### src/design/srs_pkg.sv
package srs_pkg;

    // Position format: unsigned integer part above FRAC_BITS fraction bits.
    localparam int FRAC_BITS = 24;
    localparam int POS_W     = FRAC_BITS + 9;
    localparam int STEP_W    = 32;
    localparam int SAMPLE_W  = 16;
    localparam int PROD_W    = FRAC_BITS + SAMPLE_W + 1;
    localparam int CFG_IDX_W = 2;
    localparam int CFG_DAT_W = 32;

    localparam logic [POS_W-1:0]  ONE_POS  = POS_W'(1) << FRAC_BITS;
    localparam logic [STEP_W-1:0] MIN_STEP = STEP_W'(1) << (FRAC_BITS - 6);

    localparam logic signed [SAMPLE_W-1:0] SAMPLE_MAX = 16'sh7FFF;
    localparam logic signed [SAMPLE_W-1:0] SAMPLE_MIN = 16'sh8000;

    // Configuration register indexes.
    localparam logic [CFG_IDX_W-1:0] CFG_INTERP_MODE = 2'd0;
    localparam logic [CFG_IDX_W-1:0] CFG_POS_STEP    = 2'd1;

    localparam logic                RST_INTERP_MODE = 1'b1;
    localparam logic [STEP_W-1:0]   RST_POS_STEP    = STEP_W'(1) << FRAC_BITS;

    typedef struct packed {
        logic signed [SAMPLE_W-1:0] left_in;
        logic signed [SAMPLE_W-1:0] right_in;
    } t_in_word;

    typedef struct packed {
        logic signed [SAMPLE_W-1:0] left_out;
        logic signed [SAMPLE_W-1:0] right_out;
        logic                       last_of_run;
    } t_out_word;

endpackage

### src/design/stereo_linear_resampler.sv
// Stereo linear resampler. Each input word is one signed 16-bit stereo
// sample; each output word is one resampled stereo sample, with last_of_run
// set on the final output caused by an input. The read position is unsigned
// 9.24 fixed point; the position increment (register 1) is added per output and
// is raised to 2^-6 if set lower, so one input causes at most 64 outputs. interp_mode
// (register 0) selects linear interpolation (1) or holding the older sample
// (0). Both channels share one multiplier with a registered product, so each
// output passes through S_MUL_L, S_MUL_R, S_FIN_R and S_EMIT, which waits while
// the output side stalls. An input that causes no output only slides the window.
// Input ready is low while outputs are made; the last output may still wait in the
// output register while the next input is taken. Configure only when idle.
module stereo_linear_resampler (
    input  logic                              i_clk,
    input  logic                              i_rst_n,
    input  logic                              i_in_valid,
    output logic                              o_in_ready,
    input  srs_pkg::t_in_word                 i_in_data,
    output logic                              o_out_valid,
    input  logic                              i_out_ready,
    output srs_pkg::t_out_word                o_out_data,
    input  logic                              i_cfg_valid,
    output logic                              o_cfg_ready,
    input  logic [srs_pkg::CFG_IDX_W-1:0]     i_cfg_index,
    input  logic [srs_pkg::CFG_DAT_W-1:0]     i_cfg_data
);

    typedef enum logic [2:0] {
        S_IDLE,
        S_MUL_L,
        S_MUL_R,
        S_FIN_R,
        S_EMIT
    } t_state;

    t_state r_state;

    logic                                 r_interp_mode;
    logic [srs_pkg::STEP_W-1:0]           r_pos_step;
    logic [srs_pkg::POS_W-1:0]            r_pos;
    logic [srs_pkg::POS_W-1:0]            r_pos_adv;
    logic signed [srs_pkg::SAMPLE_W-1:0]  r_old_l, r_old_r;
    logic signed [srs_pkg::SAMPLE_W-1:0]  r_mid_l, r_mid_r;
    logic signed [srs_pkg::SAMPLE_W-1:0]  r_new_l, r_new_r;
    logic signed [srs_pkg::SAMPLE_W-1:0]  r_res_l, r_res_r;
    logic                                 r_out_valid;
    srs_pkg::t_out_word                   r_out_data;

    logic [srs_pkg::STEP_W-1:0]           step_eff;
    logic [srs_pkg::POS_W-1:0]            n_pos_adv;
    logic signed [srs_pkg::SAMPLE_W-1:0]  unit_older, unit_newer;
    logic signed [srs_pkg::SAMPLE_W-1:0]  unit_result;
    logic signed [srs_pkg::SAMPLE_W-1:0]  res_l_sel, res_r_sel;
    logic                                 pos_whole;
    logic                                 adv_whole;
    logic                                 in_fire;
    logic                                 out_free;
    logic                                 emit_fire;

    assign o_in_ready  = (r_state == S_IDLE);
    assign o_cfg_ready = 1'b1;
    assign o_out_valid = r_out_valid;
    assign o_out_data  = r_out_data;

    assign in_fire   = i_in_valid && o_in_ready;
    assign out_free  = !r_out_valid || i_out_ready;
    assign emit_fire = (r_state == S_EMIT) && out_free;

    // Effective step with its lower bound, and the advanced position.
    assign step_eff  = (r_pos_step < srs_pkg::MIN_STEP) ? srs_pkg::MIN_STEP : r_pos_step;
    assign n_pos_adv = r_pos + srs_pkg::POS_W'(step_eff);
    assign pos_whole = |r_pos[srs_pkg::POS_W-1:srs_pkg::FRAC_BITS];
    assign adv_whole = |r_pos_adv[srs_pkg::POS_W-1:srs_pkg::FRAC_BITS];

    // Channel select for the shared interpolation unit.
    always_comb begin
        if (r_state == S_MUL_R) begin
            unit_older = r_old_r;
            unit_newer = r_mid_r;
        end else begin
            unit_older = r_old_l;
            unit_newer = r_mid_l;
        end
    end

    srs_lerp_unit u_lerp (
        .i_clk    (i_clk),
        .i_older  (unit_older),
        .i_newer  (unit_newer),
        .i_frac   (r_pos[srs_pkg::FRAC_BITS-1:0]),
        .o_result (unit_result)
    );

    // Hold mode passes the older sample through.
    assign res_l_sel = r_interp_mode ? unit_result : r_old_l;
    assign res_r_sel = r_interp_mode ? unit_result : r_old_r;

    // Sequencer, configuration registers and output register.
    always_ff @(posedge i_clk) begin
        if (!i_rst_n) begin
            r_state       <= S_IDLE;
            r_interp_mode <= srs_pkg::RST_INTERP_MODE;
            r_pos_step    <= srs_pkg::RST_POS_STEP;
            r_pos         <= '0;
            r_old_l       <= '0;
            r_old_r       <= '0;
            r_mid_l       <= '0;
            r_mid_r       <= '0;
            r_out_valid   <= 1'b0;
        end else begin
            if (i_cfg_valid) begin
                case (i_cfg_index)
                    srs_pkg::CFG_INTERP_MODE: r_interp_mode <= i_cfg_data[0];
                    srs_pkg::CFG_POS_STEP:    r_pos_step    <= i_cfg_data[srs_pkg::STEP_W-1:0];
                    default: ;
                endcase
            end

            // The output register loads a new word, or empties once its word is taken.
            if (emit_fire) begin
                r_out_valid <= 1'b1;
            end else if (i_out_ready) begin
                r_out_valid <= 1'b0;
            end

            case (r_state)
                S_IDLE: begin
                    if (in_fire) begin
                        r_new_l <= i_in_data.left_in;
                        r_new_r <= i_in_data.right_in;
                        if (pos_whole) begin
                            // No output this time: just slide the window.
                            r_old_l <= r_mid_l;
                            r_old_r <= r_mid_r;
                            r_mid_l <= i_in_data.left_in;
                            r_mid_r <= i_in_data.right_in;
                            r_pos   <= r_pos - srs_pkg::ONE_POS;
                        end else begin
                            r_state <= S_MUL_L;
                        end
                    end
                end
                S_MUL_L: begin
                    r_pos_adv <= n_pos_adv;
                    r_state   <= S_MUL_R;
                end
                S_MUL_R: begin
                    r_res_l <= res_l_sel;
                    r_state <= S_FIN_R;
                end
                S_FIN_R: begin
                    r_res_r <= res_r_sel;
                    r_state <= S_EMIT;
                end
                S_EMIT: begin
                    if (out_free) begin
                        r_out_data.left_out    <= r_res_l;
                        r_out_data.right_out   <= r_res_r;
                        r_out_data.last_of_run <= adv_whole;
                        if (adv_whole) begin
                            r_old_l <= r_mid_l;
                            r_old_r <= r_mid_r;
                            r_mid_l <= r_new_l;
                            r_mid_r <= r_new_r;
                            r_pos   <= r_pos_adv - srs_pkg::ONE_POS;
                            r_state <= S_IDLE;
                        end else begin
                            r_pos   <= r_pos_adv;
                            r_state <= S_MUL_L;
                        end
                    end
                end
                default: begin
                    r_state <= S_IDLE;
                end
            endcase
        end
    end

endmodule

### src/design/srs_lerp_unit.sv
module srs_lerp_unit (
    input  logic                                  i_clk,
    input  logic signed [srs_pkg::SAMPLE_W-1:0]   i_older,
    input  logic signed [srs_pkg::SAMPLE_W-1:0]   i_newer,
    input  logic        [srs_pkg::FRAC_BITS-1:0]  i_frac,
    output logic signed [srs_pkg::SAMPLE_W-1:0]   o_result
);

    logic signed [srs_pkg::SAMPLE_W:0]     delta;
    logic signed [srs_pkg::SAMPLE_W-1:0]   delta_sat;
    logic signed [srs_pkg::FRAC_BITS:0]    frac_s;
    logic signed [srs_pkg::PROD_W-1:0]     n_prod;
    logic signed [srs_pkg::PROD_W-1:0]     r_prod;
    logic signed [srs_pkg::SAMPLE_W-1:0]   r_older;

    // Difference of the two samples, saturated to the sample range.
    always_comb begin
        delta = (srs_pkg::SAMPLE_W+1)'(i_newer) - (srs_pkg::SAMPLE_W+1)'(i_older);
        if (delta > (srs_pkg::SAMPLE_W+1)'(srs_pkg::SAMPLE_MAX)) begin
            delta_sat = srs_pkg::SAMPLE_MAX;
        end else if (delta < (srs_pkg::SAMPLE_W+1)'(srs_pkg::SAMPLE_MIN)) begin
            delta_sat = srs_pkg::SAMPLE_MIN;
        end else begin
            delta_sat = delta[srs_pkg::SAMPLE_W-1:0];
        end
        frac_s = $signed({1'b0, i_frac});
        n_prod = srs_pkg::PROD_W'(frac_s) * srs_pkg::PROD_W'(delta_sat);
    end

    // The product is registered before the final add.
    always_ff @(posedge i_clk) begin
        r_prod  <= n_prod;
        r_older <= i_older;
    end

    // Taking the upper product bits is an arithmetic shift, so it floors.
    assign o_result = r_older
        + r_prod[srs_pkg::FRAC_BITS+srs_pkg::SAMPLE_W-1:srs_pkg::FRAC_BITS];

endmodule
### config.mk
export PLATFORM = sky130hd
export DESIGN_NAME = stereo_linear_resampler
export DESIGN_NICKNAME = d
export VERILOG_FILES = /design/src/design/srs_pkg.sv /design/src/design/stereo_linear_resampler.sv /design/src/design/srs_lerp_unit.sv
export SDC_FILE = /design/constraint.sdc
export NUM_CORES = 1
export LEC_CHECK = 0
export ABC_AREA = 1
export BUFFER_PORTS_ARGS = -buffer_cell sky130_fd_sc_hd__buf_4
export CORE_MARGIN = 1
export CORE_UTILIZATION = 46
export CTS_BUF_LIST = sky130_fd_sc_hd__clkbuf_8
export DETAILED_ROUTE_END_ITERATION = 16
export HOLD_SLACK_MARGIN = 0.05
export PLACE_DENSITY = 0.65
export SYNTH_ARGS = -nofsm -noshare
export SYNTH_HDL_FRONTEND = slang
export SYNTH_HIERARCHICAL = 1
export SYNTH_SLANG_ARGS = --single-unit
### constraint.sdc
create_clock -name i_clk -period 8.15 [get_ports i_clk]
set_input_delay 1.2225 -clock i_clk [delete_from_list [all_inputs] [get_ports i_clk]]
set_output_delay 1.2225 -clock i_clk [all_outputs]
set_load 0.02 [all_outputs]
==> impl_results.html, run 1 <==
<table>
<tr><th>Metric</th><th>Value</th></tr>
<tr><th colspan="2">Outcome</th></tr>
<tr><td>Run status</td><td>completed</td></tr>
<tr><th colspan="2">Synthesis</th></tr>
<tr><td>FFs w/ async S/R, synth</td><td>0%</td></tr>
<tr><td>Net count after synthesis</td><td>about 4200</td></tr>
<tr><td>Synth Area in Adders</td><td>a little under a third</td></tr>
<tr><td>Leading area contributor after synthesis</td><td>sky130_fd_sc_hd__fa_1</td></tr>
<tr><td>Number of flops mapped to enable cells by yosys</td><td>130</td></tr>
<tr><td>Mapped Cells</td><td>3663</td></tr>
<tr><td>Synth area leaders</td><td>sky130_fd_sc_hd__fa_1, sky130_fd_sc_hd__edfxtp_1, sky130_fd_sc_hd__nand2_1</td></tr>
<tr><td>Warnings, synthesis</td><td>6</td></tr>
<tr><td>Share of cell area taken by muxes after synthesis</td><td>0%</td></tr>
<tr><td>Synth top area share</td><td>roughly 22%</td></tr>
<tr><td>Synthesized area per cell</td><td>7.620 µm²</td></tr>
<tr><td>Synthesized-area fraction occupied by xor and xnor cells</td><td>under 10%</td></tr>
<tr><td>Number of distinct library cells after synthesis</td><td>50</td></tr>
<tr><td>Post-synthesis compound-gate area fraction</td><td>under 10%</td></tr>
<tr><td>Primary flip-flop cell chosen by synthesis mapping</td><td>sky130_fd_sc_hd__dfxtp_1</td></tr>
<tr><td>Yosys reg bits</td><td>approximately 300</td></tr>
<tr><td>Synth Area in Simple Gates</td><td>between 20% and 30%</td></tr>
<tr><td>Synthesized cell area</td><td>around 28000 µm²</td></tr>
<tr><td>Combinational family with the most area after synthesis</td><td>adder cells</td></tr>
<tr><td>Sequential area share after synthesis</td><td>25.89%</td></tr>
<tr><th colspan="2">Layout</th></tr>
<tr><td>Fin cells</td><td>~4700</td></tr>
<tr><td>Filler Cells Inserted</td><td>just under 6000</td></tr>
<tr><td>Post-route design area</td><td>between 30000 and 40000 µm²</td></tr>
<tr><td>Fraction of layout cells with a size suffix above 1</td><td>roughly an eighth</td></tr>
<tr><td>Final standard cell utilization of the core</td><td>a little over half</td></tr>
<tr><td># nets final</td><td>between 4000 and 5000</td></tr>
<tr><td>Area growth from synthesis to layout</td><td>14.57%</td></tr>
<tr><th colspan="2">Worst setup path</th></tr>
<tr><td>Cell seen most often among critical-path stages</td><td>sky130_fd_sc_hd__fa_1</td></tr>
<tr><td>Type of destination of the critical path</td><td>register</td></tr>
<tr><td>Worst setup path startpoint</td><td>r_state[0]</td></tr>
<tr><td>Register-to-register setup slack</td><td>roughly 0.15 ns</td></tr>
<tr><td>Critical path required time</td><td>about 8.7 ns</td></tr>
<tr><td>FF-to-FF Start</td><td>r_state[0]</td></tr>
<tr><td>Startpoint kind of the worst setup timing path</td><td>register</td></tr>
<tr><td>Delay contributed by the slowest stage of the critical path</td><td>0.56 ns</td></tr>
<tr><td>Cell depth of the worst flop-to-flop path</td><td>39</td></tr>
<tr><td>Crit path arrival time</td><td>between 8 and 9 ns</td></tr>
<tr><td>CP Max Fanout</td><td>24</td></tr>
<tr><td>Critical register-to-register path endpoint</td><td>u_lerp/r_prod[30]</td></tr>
<tr><td>Crit Path Class</td><td>register to register</td></tr>
<tr><td>Critical-path cell with the highest stage delay</td><td>sky130_fd_sc_hd__fa_1</td></tr>
<tr><th colspan="2">Timing</th></tr>
<tr><td>Final hold vios</td><td>0</td></tr>
<tr><td>Setup Skew</td><td>0.04132 ns</td></tr>
<tr><td>Time the worst path needs with I/O delays and setup</td><td>~8 ns</td></tr>
<tr><td>Fraction of the cycle the final worst path needs</td><td>98.17%</td></tr>
<tr><td>Worst hold slack</td><td>a little over 0.4 ns</td></tr>
<tr><td>Maximum clock rate</td><td>between 100 and 150 MHz</td></tr>
<tr><td>Headroom to the max-slew limit</td><td>33.55%</td></tr>
<tr><td>Transition time at the pin with the least slew margin</td><td>between 0.9 and 1 ns</td></tr>
<tr><td>Unrepaired setup endpoints after global routing</td><td>true</td></tr>
<tr><td>Max-slew violations</td><td>0</td></tr>
<tr><td>Setup-failing EPs final</td><td>0</td></tr>
<tr><th colspan="2">Global routing</th></tr>
<tr><td>Residual overflow from global routing</td><td>0</td></tr>
<tr><td>Via count of the first global-routing pass</td><td>around 23000</td></tr>
<tr><td>Wire length of the first global-routing pass</td><td>123000 µm</td></tr>
<tr><td>Antenna violations before repair</td><td>1</td></tr>
<tr><td>Maximum number of pins on one net before global-route repair</td><td>89</td></tr>
<tr><td>Tot GR Track Use</td><td>between 20% and 30%</td></tr>
<tr><th colspan="2">Placed design</th></tr>
<tr><td>Cell area reported after detailed placement</td><td>about 30000 µm²</td></tr>
<tr><td>Number of input and output port buffers inserted</td><td>105</td></tr>
<tr><td>Hpwl dp</td><td>62150 µm</td></tr>
<tr><td>Placed cells</td><td>around 4500</td></tr>
<tr><td>Placer congestion estimate</td><td>roughly 0.97</td></tr>
<tr><th colspan="2">Clocking</th></tr>
<tr><td>Clk root buf</td><td>sky130_fd_sc_hd__clkbuf_8</td></tr>
<tr><td>Maximum buffer depth of the clock tree</td><td>3</td></tr>
<tr><td>CTS H-tree lvls</td><td>2</td></tr>
<tr><td>Clock transition at the register clock pins on the worst setup and hold paths after CTS</td><td>~0.07 ns</td></tr>
<tr><td>Clock Sink Count</td><td>around 300</td></tr>
<tr><td>TritonCTS clock tree</td><td>yes</td></tr>
<tr><td>Clock buffers created by TritonCTS</td><td>52</td></tr>
<tr><td>Skew-Pair Late Insertion Delay</td><td>0.65 ns</td></tr>
<tr><th colspan="2">Routing</th></tr>
<tr><td>Number of antenna-violating nets in the routed design</td><td>0</td></tr>
<tr><td>Number of design-rule violations left by the first detailed-router iteration</td><td>approximately 1900</td></tr>
<tr><td>Final wirelength</td><td>around 80000 µm</td></tr>
<tr><td>First-pass detailed-route iteration total</td><td>6</td></tr>
<tr><td>Via total after detailed routing</td><td>about 23000</td></tr>
<tr><td>Average detailed-routed wire length per instance</td><td>about 17 µm</td></tr>
<tr><td>DR DRC count</td><td>0</td></tr>
<tr><td>Detailed-route vias per instance</td><td>~5</td></tr>
<tr><th colspan="2">Floorplanning</th></tr>
<tr><td>Y dimension of the die</td><td>around 250 µm</td></tr>
<tr><td>Floorplan core area</td><td>~59000 µm²</td></tr>
<tr><td>Starting density of the core</td><td>a little under half</td></tr>
<tr><td>I/O pin count</td><td>about 110</td></tr>
<tr><td>Area of the die</td><td>between 60000 and 70000 µm²</td></tr>
<tr><td>Die boundary width</td><td>around 250 µm</td></tr>
<tr><td>Std cell rows</td><td>89</td></tr>
<tr><th colspan="2">Min path</th></tr>
<tr><td>Hold Crit Start</td><td>r_res_l[4]</td></tr>
<tr><td>Type of the tightest min-delay check</td><td>register to register</td></tr>
<tr><td>Endpoint of the worst hold-timing path</td><td>o_out_data[21]</td></tr>
<tr><td>Hold path depth</td><td>0</td></tr>
<tr><th colspan="2">Run</th></tr>
<tr><td>Max-cap violations</td><td>0</td></tr>
</table>
[metal layers]
metal	up-vias	wire [µm]	global-route usage, %
met3	125	5700	4.805
li1	11426	-	-
met2	770	35960	41.40
met4	2	1897	5.990
met1	11137	35530	36.07
met5	-	122	0
[final cells by class]
type / count / area (µm²) / area share (%)
Sequential cell: 296 / 7227 / 22.60
Antenna cell: 2 / 5.005 / 0.01565
Inverter: 750 / 2823 / 8.828
Timing Repair Buffer: 255 / 2207 / 6.902
Clock buffer: 58 / 798.3 / 2.496
Multi-Input combinational cell: 2488 / 17730 / 55.44
Tap cell: 773 / 967.2 / 3.025
Clock inverter: 38 / 220.2 / 0.6887
[cells in the mapped netlist, types with 49 or more instances]
master,number
sky130_fd_sc_hd__edfxtp_1,130
sky130_fd_sc_hd__a21oi_1,148
sky130_fd_sc_hd__nand3_1,96
sky130_fd_sc_hd__ha_1,195
sky130_fd_sc_hd__nand2_1,949
sky130_fd_sc_hd__clkbuf_1,85
sky130_fd_sc_hd__xor2_1,49
sky130_fd_sc_hd__fa_1,308
sky130_fd_sc_hd__nor2_1,459
sky130_fd_sc_hd__inv_1,735
sky130_fd_sc_hd__dfxtp_1,166
sky130_fd_sc_hd__o21ai_0,141
[cells by family after synthesis]
family	count (synthesis)
buf+inv	879
xor+xnor	63
simple gates	1589
fa+ha+maj	503
compound gates	332
flops	296
other cells	1
[state kept, by name, indices dropped and copies added, names as in the netlist, 16 cells and up]
name	count
u_lerp/r_older	16
r_mid_r	16
r_new_r	16
u_lerp/r_prod	16
r_res_r	16
o_out_data	33
r_pos_adv	33
r_pos	33
r_pos_step	32
r_new_l	16
r_old_r	16
r_mid_l	16
r_res_l	16
r_old_l	16
[cells in the final DEF (no fill, tap or decap), drive strengths merged, types with 2 or more instances in the layout]
cell	synthesis	final
diode	0	2
fa	308	308
o21bai	6	6
xor2	49	49
nand4	3	3
buf	43	251
a31oi	8	8
nor3b	2	2
nor3	30	30
nand3	99	99
o21a	7	7
a21o	4	4
ha	195	195
edfxtp	130	130
a21oi	148	148
nand2	972	972
o221ai	2	2
a211oi	3	3
o31ai	4	4
or2	4	4
clkbuf	86	62
inv	740	764
o21ai	145	145
clkinv	10	22
a221oi	2	2
nor2	468	468
dfxtp	166	166
xnor2	14	14
nor4	9	9
and2	2	2
[timing repair]
item	in CTS	in global routing
endpoints found under the setup margin	8	16
buffers inserted	0	15
gates resized for setup	4	130
pin swaps	0	25
hold buffers	0	0
cloned	0	6
[worst max-delay path, delay by kind of cell (launching register included)]
kind	cells	cell delay (ns)
AO/OA/AOI/OAI	6	1.17
XOR/XNOR	1	0.13
adder cells (fa/ha/maj)	8	3.71
buffers and inverters	13	1.31
flip-flops	1	0.31
AND/OR/NAND/NOR	11	1.23
[worst max path at each step]
stage               depth (start not counted)  slack [ns]                end
floorplan                                  44        0.08  u_lerp/r_prod[37]
global placement                           41       -0.01  u_lerp/r_prod[32]
detailed placement                         40       -0.09  u_lerp/r_prod[37]
CTS                                        41       0.005  u_lerp/r_prod[37]
global route                               43       -0.21  u_lerp/r_prod[30]
finish                                     39        0.15  u_lerp/r_prod[30]
[through the flow]
stage / setup WS, ns / setup TNS [ns]
after floorplan: 0.08491 / 0
after global placement: -0.01173 / -0.01173
after detailed placement: -0.08731 / -0.3286
after CTS: 0.004781 / 0
after global routing: -0.2072 / -1.566
final: 0.1490 / 0
Power of run 1 is not shown: default switching activity piles up to over one toggle a cycle in this logic, so the estimate is an artifact.
==> run 2, diff against run 1 <==
PLACE_DENSITY = 0.72   (was 0.65)
clock period = 9.1 ns   (was 8.15 ns; I/O delays follow)
==> run 2 against run 1 <==
Net effect:
- count of clock-buffer cells in the layout up 4
- critical path type unchanged
- highest routed layer is now met4
- non-clock buffer count decreased by 94
- core utilization down 2.1 points
- sequential cell count is the same
==> impl_results.html, run 2 (synthesis results as in run 1) <==
<table>
<tr><th>Metric</th><th>Value</th></tr>
<tr><th colspan="2">Clocking</th></tr>
<tr><td>Clock buffers created by TritonCTS</td><td>52 (unchanged)</td></tr>
<tr><td>CTS H-tree lvls</td><td>2 (unchanged)</td></tr>
<tr><td>Clk root buf</td><td>sky130_fd_sc_hd__clkbuf_8</td></tr>
<tr><td>Clock transition at the register clock pins on the worst setup and hold paths after CTS</td><td>0.07 ns (about the same)</td></tr>
<tr><td>TritonCTS clock tree</td><td>yes</td></tr>
<tr><td>Clock Sink Count</td><td>296 (unchanged)</td></tr>
<tr><td>Maximum buffer depth of the clock tree</td><td>3 (unchanged)</td></tr>
<tr><td>Skew-Pair Late Insertion Delay</td><td>0.66 ns (about the same)</td></tr>
<tr><th colspan="2">Layout</th></tr>
<tr><td># nets final</td><td>4324 (-2.1%)</td></tr>
<tr><td>Post-route design area</td><td>30740 µm² (-3.9%)</td></tr>
<tr><td>Fraction of layout cells with a size suffix above 1</td><td>8.144% (-3.7 points)</td></tr>
<tr><td>Most common library cell in the layout ignoring fill and taps</td><td>sky130_fd_sc_hd__nand2_1</td></tr>
<tr><td>Commonest cells after routing, fill and taps aside</td><td>sky130_fd_sc_hd__nand2_1, sky130_fd_sc_hd__inv_1, sky130_fd_sc_hd__nor2_1</td></tr>
<tr><td>Area growth from synthesis to layout</td><td>10.13%</td></tr>
<tr><td>Filler Cells Inserted</td><td>5837 (-0.39%)</td></tr>
<tr><th colspan="2">Placed design</th></tr>
<tr><td>Number of input and output port buffers inserted</td><td>105 (unchanged)</td></tr>
<tr><td>Worst setup slack before clock tree synthesis</td><td>0.2885 ns (+0.3758 ns)</td></tr>
<tr><td>Hpwl dp</td><td>61140 µm (-1.6%)</td></tr>
<tr><td>Placer congestion estimate</td><td>1.013 (+4.3%)</td></tr>
<tr><td>Cell area reported after detailed placement</td><td>29400 µm² (-2.8%)</td></tr>
<tr><th colspan="2">Timing</th></tr>
<tr><td>Transition time at the pin with the least slew margin</td><td>1.141 ns (+0.1451 ns)</td></tr>
<tr><td>Fraction of the cycle the final worst path needs</td><td>93.78% (-4.4 points)</td></tr>
<tr><td>Time the worst path needs with I/O delays and setup</td><td>8.534 ns (+0.5332 ns)</td></tr>
<tr><td>Setup-failing EPs final</td><td>0 (unchanged)</td></tr>
<tr><td>Setup TNS</td><td>0 ns (unchanged)</td></tr>
<tr><td>Unrepaired setup endpoints after global routing</td><td>false</td></tr>
<tr><td>Final hold vios</td><td>0 (unchanged)</td></tr>
<tr><td>Maximum clock rate</td><td>117.2 MHz (-6.2%)</td></tr>
<tr><td>Setup slack after layout</td><td>0.5659 ns (+0.4168 ns)</td></tr>
<tr><td>Headroom to the max-slew limit</td><td>23.95% (-9.6 points)</td></tr>
<tr><td>Worst hold slack</td><td>0.4050 ns (-0.007648 ns)</td></tr>
<tr><td>Setup Skew</td><td>0.04360 ns (+0.002279 ns)</td></tr>
<tr><td>Max-slew violations</td><td>0 (unchanged)</td></tr>
<tr><th colspan="2">Min path</th></tr>
<tr><td>Type of the tightest min-delay check</td><td>register to register</td></tr>
<tr><th colspan="2">Worst setup path</th></tr>
<tr><td>Cell depth of the worst flop-to-flop path</td><td>40 (+2.6%)</td></tr>
<tr><td>CP Max Fanout</td><td>33 (+38%)</td></tr>
<tr><td>Type of destination of the critical path</td><td>register</td></tr>
<tr><td>Cell seen most often among critical-path stages</td><td>sky130_fd_sc_hd__fa_1</td></tr>
<tr><td>Critical-path cell with the highest stage delay</td><td>sky130_fd_sc_hd__fa_1</td></tr>
<tr><td>Worst setup path startpoint</td><td>r_state[2]</td></tr>
<tr><td>Delay contributed by the slowest stage of the critical path</td><td>0.55 ns (about the same)</td></tr>
<tr><td>Critical register-to-register path endpoint</td><td>u_lerp/r_prod[37]</td></tr>
<tr><td>Critical path required time</td><td>9.63 ns (+0.95 ns)</td></tr>
<tr><td>Crit Path Class</td><td>register to register</td></tr>
<tr><td>Startpoint kind of the worst setup timing path</td><td>register</td></tr>
<tr><td>FF-to-FF Start</td><td>r_state[2]</td></tr>
<tr><td>Crit path arrival time</td><td>9.06 ns (+0.53 ns)</td></tr>
<tr><td>Register-to-register setup slack</td><td>0.57 ns (+0.42 ns)</td></tr>
<tr><td>CP Capture Point</td><td>u_lerp/r_prod[37]</td></tr>
<tr><th colspan="2">Routing</th></tr>
<tr><td>Final wirelength</td><td>77870 µm (-1.7%)</td></tr>
<tr><td>Detailed-route vias per instance</td><td>5.072 (+0.75%)</td></tr>
<tr><td>Detailed route wirelength on metal2</td><td>36040 µm (+0.23%)</td></tr>
<tr><td>Number of design-rule violations left by the first detailed-router iteration</td><td>1850 (-0.86%)</td></tr>
<tr><td>Wl on met1</td><td>33550 µm (-5.6%)</td></tr>
<tr><td>Met3 routed wirelength</td><td>5896 µm (+3.4%)</td></tr>
<tr><td>Average detailed-routed wire length per instance</td><td>17.05 µm (+0.30%)</td></tr>
<tr><td>First-pass detailed-route iteration total</td><td>6 (unchanged)</td></tr>
<tr><td>Number of antenna-violating nets in the routed design</td><td>0 (unchanged)</td></tr>
<tr><td>Via total after detailed routing</td><td>23170 (-1.2%)</td></tr>
<tr><td>Top layer in use</td><td>met4</td></tr>
<tr><td>DR DRC count</td><td>0 (unchanged)</td></tr>
<tr><th colspan="2">Global routing</th></tr>
<tr><td>Tot GR Track Use</td><td>25.55% (-0.27 points)</td></tr>
<tr><td>Via count of the first global-routing pass</td><td>22792 (-0.62%)</td></tr>
<tr><td>Maximum number of pins on one net before global-route repair</td><td>114 (+28%)</td></tr>
<tr><td>Residual overflow from global routing</td><td>0 (unchanged)</td></tr>
<tr><td>Wire length of the first global-routing pass</td><td>121600 µm (-1.2%)</td></tr>
<tr><td>Antenna violations before repair</td><td>2 (+1)</td></tr>
<tr><th colspan="2">Floorplanning</th></tr>
<tr><td>Die boundary width</td><td>248.3 µm (unchanged)</td></tr>
<tr><td>I/O pin count</td><td>107 (unchanged)</td></tr>
<tr><td>Y dimension of the die</td><td>248.3 µm (unchanged)</td></tr>
<tr><td>Starting density of the core</td><td>46.94% (unchanged)</td></tr>
<tr><td>Area of the die</td><td>61670 µm² (unchanged)</td></tr>
<tr><td>Floorplan core area</td><td>59460 µm² (unchanged)</td></tr>
<tr><td>Std cell rows</td><td>89 (unchanged)</td></tr>
<tr><th colspan="2">Outcome</th></tr>
<tr><td>Run status</td><td>completed</td></tr>
<tr><th colspan="2">Run</th></tr>
<tr><td>Max-cap violations</td><td>0 (unchanged)</td></tr>
</table>
==> run 2: metal layers <==
metal  vias to the layer above  track usage (%)
met5                         -                0
met4                         0            7.999
met3                       138            4.234
met2                       814            41.85
met1                     10980            34.48
li1                      11238                -
==> run 2: how the worst min path moves through the flow <==
stage | from | endpoint | slack [ns] | cells after the start
4_1_cts | r_res_l[3] | o_out_data[20] | 0.40 | 0
3_3_place_gp | r_res_l[7] | o_out_data[24] | 0.40 | 0
3_5_place_dp | r_res_r[10] | o_out_data[11] | 0.40 | 0
6_report | r_res_l[3] | o_out_data[20] | 0.41 | 0
5_1_grt | r_res_r[3] | o_out_data[4] | 0.42 | 0
2_1_floorplan | r_res_r[9] | o_out_data[10] | 0.40 | 0
==> run 2: layout make-up <==
type                       count  area (µm²)  area share, %
sequential                   296        7231          23.52
antenna                        1       2.502       0.008141
multi-input combinational   2488       17350          56.44
inverter                     750        2858          9.297
timing repair buffer         161        1257          4.091
tap                          773       967.2          3.147
timing repair inverter         1       5.005        0.01628
clock buffer                  62       853.3          2.776
clock inverter                36       214.0         0.6961
==> run 2: repair_timing <==
action | CTS | global route
endpoints found under the setup margin | 0 | 15
endpoints found under the hold margin | 0 | 0
buffers inserted | 0 | 18
hold buffers | 0 | 0
gates resized for setup | 0 | 28
==> run 2: through the flow <==
stage	util (%)	std cells
3_5_place_dp	49.44	4449
4_1_cts	51.24	4547
5_1_grt	51.69	4568
2_1_floorplan	-	3663
3_3_place_gp	49.44	4449
6_report	51.69	4568
==> run 2: worst max-delay path, delay by kind of cell (launching register included) <==
family                   cells  cell delay, ns
buffers and inverters        9            1.12
AO/OA/AOI/OAI                6            1.04
adder cells (fa/ha/maj)      9            4.03
flip-flops                   1            0.36
XOR/XNOR                     1            0.15
AND/OR/NAND/NOR             15            1.71
Power of run 2 is left out for the same reason.
